### src/rtl/core/assert_macros.svh
// Assertion macros of the PID controller, used by its sequencer.
`ifndef ASSERT_MACROS_SVH
`define ASSERT_MACROS_SVH
`ifndef SYNTHESIS
`define PIDSG_ASSERT(lbl, prop, msg) \
    lbl: assert property (@(posedge clk) disable iff (!rst_n) prop) else $error(msg);
`define PIDSG_NEVER(lbl, cond, msg) \
    lbl: assert property (@(posedge clk) disable iff (!rst_n) !(cond)) else $error(msg);
`else
`define PIDSG_ASSERT(lbl, prop, msg)
`define PIDSG_NEVER(lbl, cond, msg)
`endif
`endif

### src/rtl/core/pidsg_pkg.sv
// Shared types, constants and arithmetic helpers of the PID controller.
`default_nettype none
package pidsg_pkg;
    localparam int TABLE_ROWS = 8;
    localparam int IDX_W      = (TABLE_ROWS > 1) ? $clog2(TABLE_ROWS) : 1;
    localparam int ROW_CNT_W  = ($clog2(TABLE_ROWS + 1) > 4) ? $clog2(TABLE_ROWS + 1) : 4;
    localparam int ROW_W      = 112;
    localparam int IN_W       = 152;
    localparam int OPB_W      = 19;
    localparam int PROD_W     = 51;

    typedef enum logic [1:0] {
        FUNC_SAMPLE = 2'd0,
        FUNC_ROW    = 2'd1,
        FUNC_CLEAR  = 2'd2,
        FUNC_NONE   = 2'd3
    } func_t;

    typedef enum logic [2:0] {
        CFG_MODE   = 3'd0,
        CFG_OLIM   = 3'd1,
        CFG_ILIM   = 3'd2,
        CFG_AWAY   = 3'd3,
        CFG_TOWARD = 3'd4,
        CFG_DEAD   = 3'd5,
        CFG_SCHED  = 3'd6,
        CFG_ROWS   = 3'd7
    } cfg_idx_t;

    typedef enum logic [3:0] {
        ST_IDLE, ST_DECIDE, ST_RD, ST_CK, ST_MUL_P, ST_MUL_I, ST_MUL_D,
        ST_SAT_D, ST_CLAMP_I, ST_SUM, ST_LIMIT, ST_SLEW, ST_DONE
    } state_t;

    typedef enum logic [1:0] {
        MUL_P = 2'd0,
        MUL_I = 2'd1,
        MUL_D = 2'd2
    } mul_sel_t;

    typedef struct packed {
        logic     accept;
        logic     write_row;
        logic     clear;
        logic     idx_inc;
        logic     mul_en;
        mul_sel_t mul_sel;
        logic     set_p;
        logic     set_i;
        logic     set_d;
        logic     clamp_i;
        logic     sum;
        logic     limit;
        logic     zero_next;
        logic     slew;
        logic     out_load;
    } cmd_t;

    typedef struct packed {
        logic incr;
        logic dead;
        logic sched_miss;
        logic hit;
        logic last;
    } status_t;

    function automatic logic signed [31:0] sat52(input logic signed [51:0] v);
        if (v > 52'sh7FFF_FFFF)
            return 32'sh7FFF_FFFF;
        else if (v < -52'sh8000_0000)
            return 32'sh8000_0000;
        else
            return v[31:0];
    endfunction

    function automatic logic signed [31:0] clamp34(input logic signed [33:0] v,
                                                   input logic [30:0] lim);
        logic signed [33:0] l;
        logic signed [33:0] nl;
        l  = $signed({3'b000, lim});
        nl = -l;
        if (v > l)
            return l[31:0];
        else if (v < nl)
            return nl[31:0];
        else
            return v[31:0];
    endfunction
endpackage
`default_nettype wire

### src/rtl/core/pidsg_ram.sv
// Generic single-write, single-read RAM with registered read data.
`default_nettype none
module pidsg_ram #(
    parameter int WIDTH = 8,
    parameter int DEPTH = 8
) (
    input  wire logic                                          clk,
    input  wire logic                                          we,
    input  wire logic [((DEPTH > 1) ? $clog2(DEPTH) : 1)-1:0] waddr,
    input  wire logic [WIDTH-1:0]                              wdata,
    input  wire logic [((DEPTH > 1) ? $clog2(DEPTH) : 1)-1:0] raddr,
    output logic      [WIDTH-1:0]                              rdata
);
    logic [WIDTH-1:0] mem [DEPTH];

    always_ff @(posedge clk)
    begin
        if (we)
        begin
            mem[waddr] <= wdata;
        end
        rdata <= mem[raddr];
    end
endmodule
`default_nettype wire

### src/rtl/core/pidsg_ctrl.sv
// Sequencer of the PID controller: state machine and output valid.
`default_nettype none
`include "assert_macros.svh"
module pidsg_ctrl (
    input  wire logic             clk,
    input  wire logic             rst_n,
    input  wire logic             s_tvalid,
    input  wire logic [1:0]       func,
    output logic                  s_tready,
    output logic                  m_tvalid,
    input  wire logic             m_tready,
    input  wire pidsg_pkg::status_t st,
    output pidsg_pkg::cmd_t       cmd
);
    import pidsg_pkg::*;

    state_t state_reg, state_next;
    logic   out_valid_reg, out_valid_next;
    logic   accept;
    logic   out_free;

    assign s_tready = (state_reg == ST_IDLE);
    assign accept   = s_tvalid && s_tready;
    assign out_free = !out_valid_reg || m_tready;
    assign m_tvalid = out_valid_reg;

    always_comb
    begin
        state_next = state_reg;
        unique case (state_reg)
            ST_IDLE:
                if (accept && func == FUNC_SAMPLE)
                    state_next = ST_DECIDE;
            ST_DECIDE:
                priority if (st.incr)
                    state_next = ST_RD;
                else if (st.dead)
                    state_next = ST_SLEW;
                else if (st.sched_miss)
                    state_next = ST_CLAMP_I;
                else
                    state_next = ST_RD;
            ST_RD:
                state_next = ST_CK;
            ST_CK:
                priority if (st.hit)
                    state_next = ST_MUL_P;
                else if (st.last)
                    state_next = ST_CLAMP_I;
                else
                    state_next = ST_RD;
            ST_MUL_P:   state_next = ST_MUL_I;
            ST_MUL_I:   state_next = ST_MUL_D;
            ST_MUL_D:   state_next = ST_SAT_D;
            ST_SAT_D:   state_next = st.incr ? ST_SUM : ST_CLAMP_I;
            ST_CLAMP_I: state_next = ST_SUM;
            ST_SUM:     state_next = ST_LIMIT;
            ST_LIMIT:   state_next = ST_SLEW;
            ST_SLEW:    state_next = ST_DONE;
            ST_DONE:
                if (out_free)
                    state_next = ST_IDLE;
            default:    state_next = ST_IDLE;
        endcase
    end

    always_comb
    begin
        cmd           = '0;
        cmd.mul_sel   = MUL_P;
        cmd.accept    = accept && func == FUNC_SAMPLE;
        cmd.write_row = accept && func == FUNC_ROW;
        cmd.clear     = accept && func == FUNC_CLEAR;
        unique case (state_reg)
            ST_DECIDE:  cmd.zero_next = !st.incr && st.dead;
            ST_CK:      cmd.idx_inc = !st.hit && !st.last;
            ST_MUL_P:
            begin
                cmd.mul_en  = 1'b1;
                cmd.mul_sel = MUL_P;
            end
            ST_MUL_I:
            begin
                cmd.mul_en  = 1'b1;
                cmd.mul_sel = MUL_I;
                cmd.set_p   = 1'b1;
            end
            ST_MUL_D:
            begin
                cmd.mul_en  = 1'b1;
                cmd.mul_sel = MUL_D;
                cmd.set_i   = 1'b1;
            end
            ST_SAT_D:   cmd.set_d = 1'b1;
            ST_CLAMP_I: cmd.clamp_i = 1'b1;
            ST_SUM:     cmd.sum = 1'b1;
            ST_LIMIT:   cmd.limit = 1'b1;
            ST_SLEW:    cmd.slew = 1'b1;
            ST_DONE:    cmd.out_load = out_free;
            default:    ;
        endcase
    end

    always_comb
    begin
        out_valid_next = out_valid_reg;
        if (cmd.out_load)
            out_valid_next = 1'b1;
        else if (m_tready)
            out_valid_next = 1'b0;
    end

    always_ff @(posedge clk or negedge rst_n)
    begin
        if (!rst_n)
        begin
            state_reg     <= ST_IDLE;
            out_valid_reg <= 1'b0;
        end
        else
        begin
            state_reg     <= state_next;
            out_valid_reg <= out_valid_next;
        end
    end

    `PIDSG_ASSERT(a_sample_starts, cmd.accept |=> state_reg == ST_DECIDE, "sample not started")
    `PIDSG_ASSERT(a_result_shown, cmd.out_load |=> m_tvalid, "loaded result not shown")
    `PIDSG_ASSERT(a_no_overwrite, (state_reg == ST_DONE && m_tvalid && !m_tready) |=> state_reg == ST_DONE, "result overwritten")
    `PIDSG_NEVER(a_one_func, $countones({cmd.accept, cmd.write_row, cmd.clear}) > 1, "two item kinds at once")
endmodule
`default_nettype wire

### src/rtl/core/pidsg_dp.sv
// Datapath of the PID controller: registers, gain table, multiplier, limits.
`default_nettype none
module pidsg_dp (
    input  wire logic                    clk,
    input  wire logic                    rst_n,
    input  wire logic                    cfg_we,
    input  wire logic [2:0]              cfg_addr,
    input  wire logic [30:0]             cfg_wdata,
    input  wire logic signed [15:0]      setpoint,
    input  wire logic signed [15:0]      feedback,
    input  wire logic [2:0]              row_index,
    input  wire logic [pidsg_pkg::ROW_W-1:0] row_data,
    input  wire pidsg_pkg::cmd_t         cmd,
    output pidsg_pkg::status_t           st,
    output logic signed [31:0]           drive
);
    import pidsg_pkg::*;

    logic              mode_reg, sched_reg;
    logic [30:0]       olim_reg, ilim_reg, away_reg, toward_reg;
    logic [15:0]       dead_reg;
    logic [3:0]        rows_reg;

    logic signed [16:0] e_reg, e1_reg, e2_reg;
    logic signed [17:0] d1_reg;
    logic signed [18:0] d2_reg;
    logic [16:0]        mag_reg;
    logic [IDX_W-1:0]   idx_reg;
    logic signed [31:0] p_reg, i_reg, d_reg, drive_reg, next_reg, out_reg;
    logic signed [33:0] sum_reg;
    logic signed [PROD_W-1:0] prod_reg;

    logic [ROW_W-1:0]   row_rd;
    logic [ROW_CNT_W-1:0] n_rows;
    logic [ROW_CNT_W-1:0] idx_plus;
    logic signed [16:0] e_new;
    logic signed [31:0] op_a;
    logic signed [OPB_W-1:0] op_b;
    logic signed [51:0] prod_ext;
    logic signed [51:0] i_base;
    logic signed [33:0] sum_base;
    logic signed [31:0] slew_out;
    logic signed [32:0] sdiff, s_away, s_toward;
    logic               row_ok;

    pidsg_ram #(.WIDTH(ROW_W), .DEPTH(TABLE_ROWS)) u_table (
        .clk   (clk),
        .we    (cmd.write_row && row_ok),
        .waddr (IDX_W'(row_index)),
        .wdata (row_data),
        .raddr (idx_reg),
        .rdata (row_rd)
    );

    assign row_ok = ROW_CNT_W'(row_index) < ROW_CNT_W'(TABLE_ROWS);
    assign e_new  = 17'(setpoint) - 17'(feedback);
    assign n_rows = (ROW_CNT_W'(rows_reg) > ROW_CNT_W'(TABLE_ROWS)) ?
                    ROW_CNT_W'(TABLE_ROWS) : ROW_CNT_W'(rows_reg);
    assign idx_plus = ROW_CNT_W'(idx_reg) + ROW_CNT_W'(1);

    always_comb
    begin
        st.incr       = mode_reg;
        st.dead       = (dead_reg != 16'd0) && (mag_reg < {1'b0, dead_reg});
        st.sched_miss = sched_reg && (n_rows == '0);
        st.hit        = mode_reg || !sched_reg || ({1'b0, row_rd[15:0]} >= mag_reg);
        st.last       = idx_plus >= n_rows;
    end

    always_comb
    begin
        op_a = $signed(row_rd[47:16]);
        op_b = OPB_W'(e_reg);
        unique case (cmd.mul_sel)
            MUL_P:
            begin
                op_a = $signed(row_rd[47:16]);
                op_b = mode_reg ? OPB_W'(d1_reg) : OPB_W'(e_reg);
            end
            MUL_I:
            begin
                op_a = $signed(row_rd[79:48]);
                op_b = OPB_W'(e_reg);
            end
            MUL_D:
            begin
                op_a = $signed(row_rd[111:80]);
                op_b = mode_reg ? d2_reg : OPB_W'(d1_reg);
            end
            default: ;
        endcase
    end

    assign prod_ext = 52'(prod_reg);
    assign i_base   = mode_reg ? 52'sd0 : 52'(i_reg);
    assign sum_base = mode_reg ? 34'(drive_reg) : 34'sd0;

    // Slew step, measured from the previous drive toward or away from zero.
    always_comb
    begin
        sdiff    = 33'(next_reg) - 33'(drive_reg);
        s_away   = $signed({2'b00, away_reg});
        s_toward = $signed({2'b00, toward_reg});
        slew_out = next_reg;
        if (!drive_reg[31])
        begin
            if (sdiff > s_away)
                slew_out = 32'(33'(drive_reg) + s_away);
            else if (sdiff < -s_toward)
                slew_out = 32'(33'(drive_reg) - s_toward);
        end
        else
        begin
            if (sdiff < -s_away)
                slew_out = 32'(33'(drive_reg) - s_away);
            else if (sdiff > s_toward)
                slew_out = 32'(33'(drive_reg) + s_toward);
        end
    end

    always_ff @(posedge clk or negedge rst_n)
    begin
        if (!rst_n)
        begin
            mode_reg   <= 1'b0;
            olim_reg   <= '1;
            ilim_reg   <= '1;
            away_reg   <= '1;
            toward_reg <= '1;
            dead_reg   <= '0;
            sched_reg  <= 1'b0;
            rows_reg   <= '0;
        end
        else if (cfg_we)
        begin
            unique case (cfg_idx_t'(cfg_addr))
                CFG_MODE:   mode_reg   <= cfg_wdata[0];
                CFG_OLIM:   olim_reg   <= cfg_wdata;
                CFG_ILIM:   ilim_reg   <= cfg_wdata;
                CFG_AWAY:   away_reg   <= cfg_wdata;
                CFG_TOWARD: toward_reg <= cfg_wdata;
                CFG_DEAD:   dead_reg   <= cfg_wdata[15:0];
                CFG_SCHED:  sched_reg  <= cfg_wdata[0];
                CFG_ROWS:   rows_reg   <= cfg_wdata[3:0];
                default:    ;
            endcase
        end
    end

    always_ff @(posedge clk or negedge rst_n)
    begin
        if (!rst_n)
        begin
            e1_reg    <= '0;
            e2_reg    <= '0;
            p_reg     <= '0;
            i_reg     <= '0;
            d_reg     <= '0;
            drive_reg <= '0;
        end
        else if (cmd.clear)
        begin
            e1_reg    <= '0;
            e2_reg    <= '0;
            p_reg     <= '0;
            i_reg     <= '0;
            d_reg     <= '0;
            drive_reg <= '0;
        end
        else
        begin
            if (cmd.accept)
            begin
                e1_reg <= e_new;
                e2_reg <= e1_reg;
            end
            if (cmd.set_p)
                p_reg <= sat52(prod_ext);
            if (cmd.set_i)
                i_reg <= sat52(i_base + prod_ext);
            if (cmd.set_d)
                d_reg <= sat52(prod_ext);
            if (cmd.clamp_i)
                i_reg <= clamp34(34'(i_reg), ilim_reg);
            // In positional mode, the integral is dropped when it pulls against the error.
            if (cmd.limit && !mode_reg &&
                ((i_reg > 0 && e_reg < 0) || (i_reg < 0 && e_reg > 0)))
                i_reg <= '0;
            if (cmd.slew)
                drive_reg <= slew_out;
        end
    end

    always_ff @(posedge clk)
    begin
        if (cmd.accept)
        begin
            e_reg   <= e_new;
            d1_reg  <= 18'(e_new) - 18'(e1_reg);
            d2_reg  <= 19'(e_new) - (19'(e1_reg) <<< 1) + 19'(e2_reg);
            mag_reg <= e_new[16] ? 17'(-e_new) : 17'(e_new);
            idx_reg <= '0;
        end
        else if (cmd.idx_inc)
        begin
            idx_reg <= idx_reg + IDX_W'(1);
        end
        if (cmd.mul_en)
            prod_reg <= PROD_W'(op_a) * PROD_W'(op_b);
        if (cmd.sum)
            sum_reg <= sum_base + 34'(p_reg) + 34'(i_reg) + 34'(d_reg);
        if (cmd.limit)
            next_reg <= clamp34(sum_reg, olim_reg);
        else if (cmd.zero_next)
            next_reg <= '0;
        if (cmd.out_load)
            out_reg <= drive_reg;
    end

    assign drive = out_reg;
endmodule
`default_nettype wire

### src/rtl/core/pid_controller_slew_gain_schedule.sv
// Top level of the PID controller with gain schedule and slew limit.
//
//  channel | dir | beat contents
//  s_*     | in  | tuser: func; tdata: setpoint, feedback, row_index,
//          |     |   row_threshold, row_kp, row_ki, row_kd
//  m_*     | out | tdata: drive
//  cfg_*   | in  | register index and data, one write per enabled clock
//
// A positional sample searches the gain table, runs the shared 32x19 multiplier
// three times, clamps the integral, sums, limits and slews; incremental mode skips
// the clamp, the deadzone jumps to the slew, and an empty schedule or no hit skips
// the multiplies. Row writes and clears finish in the accept cycle. Reset is
// asynchronous and clears all loop state; the gain table holds garbage until
// written. A stalled output holds one finished beat while the next beat is taken.
`default_nettype none
module pid_controller_slew_gain_schedule (
    input  wire logic         clk,
    input  wire logic         rst_n,
    input  wire logic         s_tvalid,
    output logic              s_tready,
    // [15:0] setpoint, [31:16] feedback, [34:32] row_index, [50:35] row_threshold,
    // [82:51] row_kp, [114:83] row_ki, [146:115] row_kd, rest zero
    input  wire logic [pidsg_pkg::IN_W-1:0] s_tdata,
    // [1:0] func
    input  wire logic [1:0]   s_tuser,
    output logic              m_tvalid,
    input  wire logic         m_tready,
    // [31:0] drive
    output logic [31:0]       m_tdata,
    input  wire logic         cfg_we,
    input  wire logic [2:0]   cfg_addr,
    input  wire logic [30:0]  cfg_wdata
);
    import pidsg_pkg::*;

    cmd_t               cmd;
    status_t            st;
    logic signed [31:0] drive;

    pidsg_ctrl u_ctrl (
        .clk      (clk),
        .rst_n    (rst_n),
        .s_tvalid (s_tvalid),
        .func     (s_tuser),
        .s_tready (s_tready),
        .m_tvalid (m_tvalid),
        .m_tready (m_tready),
        .st       (st),
        .cmd      (cmd)
    );

    pidsg_dp u_dp (
        .clk       (clk),
        .rst_n     (rst_n),
        .cfg_we    (cfg_we),
        .cfg_addr  (cfg_addr),
        .cfg_wdata (cfg_wdata),
        .setpoint  ($signed(s_tdata[15:0])),
        .feedback  ($signed(s_tdata[31:16])),
        .row_index (s_tdata[34:32]),
        .row_data  (s_tdata[146:35]),
        .cmd       (cmd),
        .st        (st),
        .drive     (drive)
    );

    assign m_tdata = drive;
endmodule
`default_nettype wire
### config.mk
export PLATFORM = sky130hd
export DESIGN_NAME = pid_controller_slew_gain_schedule
export DESIGN_NICKNAME = d
export VERILOG_FILES = /design/src/rtl/core/pidsg_pkg.sv /design/src/rtl/core/pidsg_ram.sv /design/src/rtl/core/pidsg_ctrl.sv /design/src/rtl/core/pidsg_dp.sv /design/src/rtl/core/pid_controller_slew_gain_schedule.sv
export VERILOG_INCLUDE_DIRS = /design/src /design/src/rtl/core
export SDC_FILE = /design/constraint.sdc
export NUM_CORES = 2
export LEC_CHECK = 0
export BUFFER_PORTS_ARGS = -buffer_cell sky130_fd_sc_hd__buf_2
export CAP_MARGIN = 25
export CORE_ASPECT_RATIO = 2
export CORE_MARGIN = 2
export CORE_UTILIZATION = 60
export CTS_BUF_LIST = sky130_fd_sc_hd__clkbuf_4
export DETAILED_ROUTE_END_ITERATION = 8
export HOLD_SLACK_MARGIN = 0.15
export PLACE_DENSITY = 0.77
export RECOVER_POWER = 25
export SLEW_MARGIN = 20
export SYNTH_ARGS = -nofsm -noshare
export SYNTH_HDL_FRONTEND = slang
export SYNTH_SLANG_ARGS = --single-unit
### constraint.sdc
create_clock -name clk -period 20.4 [get_ports clk]
set_input_delay 4.08 -clock clk [delete_from_list [all_inputs] [get_ports clk]]
set_output_delay 4.08 -clock clk [all_outputs]
set_load 0.1 [all_outputs]
==> metrics.log <==
[metrics] most frequent standard cell in the layout excluding fill and tap cells: sky130_fd_sc_hd__edfxtp_1
[metrics] via count of the routed design: slightly below 80000
[metrics] Die Ht: 596.4 µm
[metrics] CTS tree: yes
[metrics] share of synthesized flip-flops with an asynchronous set or reset: 20.29%
[metrics] count of pins on the block boundary: 227
[metrics] final layout net count: 11260
[metrics] launch point of the worst hold path: u_dp.e1_reg[1]
[metrics] initial antenna violation count: 53
[metrics] Ys Warns: 0
[metrics] R2R setup slack: 7.80 ns
[metrics] number of cells produced by synthesis: 9279
[metrics] Hold Path Class: flip-flop to flip-flop
[metrics] count of unique library cells instantiated by Yosys: 116
[metrics] portion of synthesized cell area occupied by the leading cell type: 31.80%
[metrics] post_cts resized: 0
[metrics] pin count of the biggest net entering global routing: roughly 110
[metrics] Clock Sink Count: 1543
[metrics] total global routing track utilization: around two fifths
[metrics] Rows: 217
[metrics] fin worst setup slack: 7.802 ns
[metrics] terminating pin of the worst hold path: u_dp.e1_reg[1]
[metrics] setup clock skew after layout: 0.1409 ns
[metrics] failing checks: capacitance limit, slew limit
[metrics] CP max-delay cell: sky130_fd_sc_hd__o21ai_2
[metrics] Seq/Total Area, Yosys: 41.58%
[metrics] final routed DRC violation total: 0
[metrics] worst hold slack across all endpoints: 0.5034 ns
[metrics] final period utilization: 61.75%
[metrics] number of vias per cell after detailed routing: roughly 6.4
[metrics] synthesized net count: 10880
[metrics] category of the worst setup path capture point: flip-flop
[metrics] endpoint arrival time on the critical path: approximately 14 ns
[metrics] Routability Congestion: 1.078
[metrics] most frequent CP cell: sky130_fd_sc_hd__fa_1
[metrics] clock buffer depth: 4
[metrics] cells on worst reg2reg path: 31
[metrics] total die area: around 0.18 mm²
[metrics] Hold Violations, Final: 0
[metrics] max-slew headroom at the worst pin: -469.0%
[metrics] count of buffers from port buffering: ~220
[metrics] Clk Latency, worst-skew pair: between 1 and 1.5 ns
[metrics] final total negative setup slack: 0 ns
[metrics] core area: ~0.17 mm²
[metrics] transition at the pin with the smallest max-transition slack: 8.535 ns
[metrics] result of the run: finished, violations left
[metrics] Post-synth EDFFs: 1115
[metrics] Syn Std Cell Area: 0.1053 mm²
[metrics] reg-to-reg critical path endpoint: u_dp.prod_reg[49]
[metrics] flip-flop and latch count after synthesis: 1543
[metrics] Min Clock Period, post-route: 12.60 ns
[metrics] highest achievable clock rate: 0.07938 GHz
[metrics] Congestion Overflow GR: 0
[metrics] Data required, critical path: around 21 ns
[metrics] number of pins exceeding their max-slew limit in the final report: approximately 340
[metrics] violation count after the first detailed-routing iteration: 5663
[metrics] H-tree levels: 5
[metrics] leading cell types by total area after synthesis: sky130_fd_sc_hd__edfxtp_1 (32%), sky130_fd_sc_hd__fa_1 (13%), sky130_fd_sc_hd__ha_1 (8.7%)
[metrics] wire length per cell after detailed routing: between 20 and 30 µm
[metrics] maximum capacitance violations: 6
[metrics] Detailed Routing Iterations Pass 1: 8
[metrics] placement-stage worst setup slack: 8.101 ns
[metrics] initial core utilization: between 60 and 70%
[metrics] Routed Wire Length: about 360000 µm
[metrics] leading register cell type out of synthesis: sky130_fd_sc_hd__edfxtp_1
[metrics] type of the setup path with the least slack: flip-flop to flip-flop
[metrics] leading cell types in the layout, fill and taps excluded: sky130_fd_sc_hd__edfxtp_1 (1115), sky130_fd_sc_hd__inv_1 (949), sky130_fd_sc_hd__nand2_1 (792)
[metrics] number of buffers inserted to repair setup after CTS: 0
[metrics] cell accounting for the most synthesized area: sky130_fd_sc_hd__edfxtp_1
[metrics] final standard cell utilization of the core: 65.33%
[metrics] hold buffer count at cts: 0
[metrics] biggest fanout along the worst timing path: 49
[metrics] crit path launch type: flip-flop
[metrics] via count of the first global-routing pass: 84540
[metrics] crit-path max cell delay: 0.98 ns
[metrics] Detail Route Antenna Nets: 0
[metrics] synthesized area divided by synthesized cell count: 11.35 µm²
[metrics] Die Wd: between 300 and 400 µm
[metrics] first-pass GRT wire length: 524000 µm
[metrics] worst r2r src: u_ctrl.state_reg[3]
[metrics] clock root buffer master: sky130_fd_sc_hd__clkbuf_4
[metrics] signed area change from the synthesized netlist to the final layout: 8.347%
[metrics] Hold Crit Depth: 2
[metrics] RSZ-0062 raised after global routing: no
[metrics] Largest register FFs: 896
[metrics] clock buffer count from CTS: 343
[metrics] Worst-path clk slew: 0.08 ns
[metrics] Post-DP HPWL: roughly 270000 µm
[metrics] final setup vio count: 0
[metrics] fraction of final layout cells sized beyond drive strength 1: approximately 15%
[metrics] worst setup path startpoint: u_ctrl.state_reg[3]
-- cells in the mapped netlist (all sizes together) (60+ instances only) --
library cell     n
a21oi          458
o21a            92
nand2b          90
o21ai          425
ha             728
xor2            68
nor2b           97
nor3           128
clkbuf         315
dfrtp          189
mux2           196
xnor2          360
nand2          795
a211oi         100
nor2           729
dfxtp          115
buf             60
edfxtp        1115
nand3          105
nand4          103
inv            950
a21o           169
nor4            67
mux4           224
dfstp          124
fa             680
-- logic make-up (layout without fill, tap and decap cells) --
family                     count (synthesis)  in the layout  synth area share [%]
and+or+nand+nor                         2342           2342                 10.28
AOI/OAI and AO/OA                       1783           1783                 11.04
DFF                                     1543           1543                 41.58
adders and majority gates               1408           1408                 21.58
buffers and inverters                   1326           1990                 4.791
muxes                                    449            449                 7.168
xor gates and xnor gates                 428            428                 3.561
other                                      0             43                     0
-- worst max-delay path by stage --
stage / cells after the start / to / slack [ns]
6_report: 31 / u_dp.prod_reg[49] / 7.80
3_3_place_gp: 31 / u_dp.prod_reg[49] / 8.21
2_1_floorplan: 4 / u_dp.u_table.mem[0][0] / 7.44
4_1_cts: 31 / u_dp.prod_reg[49] / 8.00
5_1_grt: 6 / u_dp.u_table.rdata[67] / 7.26
3_5_place_dp: 31 / u_dp.prod_reg[49] / 8.10
-- worst max-delay path: cells and delay by family (launching register included) --
kind	cells	cell delay [ns]
adders and majority gates	9	4.74
DFF	1	0.54
AOI/OAI and AO/OA	12	4.64
and+or+nand+nor	3	0.71
xor gates and xnor gates	1	0.16
buffers and inverters	6	1.42
-- layer usage --
layer / up-vias / part of all wire (%) / global-route usage [%]
met5: - / 0.041 / 0
met2: 3726 / 52 / 71.47
met1: 38560 / 28 / 34.80
li1: 33910 / - / -
met3: 1934 / 6.8 / 10.36
met4: 24 / 13 / 43.78
-- metrics by stage --
step,instance area (µm²),cells
3_3_place_gp,109400,11600
4_1_cts,113900,12230
3_5_place_dp,109500,11600
5_1_grt,114000,12260
6_report,114100,12290
2_1_floorplan,105300,9279
-- area by class of cell --
| cell class | instances | area (µm²) |
|---|---|---|
| inverter | 951 | 3570 |
| clock buffer | 484 | 3633 |
| antenna | 43 | 107.6 |
| sequential | 1543 | 43780 |
| multi-input combinational | 6410 | 56810 |
| timing repair buffer | 413 | 2494 |
| clock inverter | 142 | 793.3 |
| fill | 13420 | 60520 |
| tap | 2299 | 2877 |
Power is left out: the tool's default activity adds up to more than one toggle a clock period on the data nets, which glitch-free logic cannot reach.
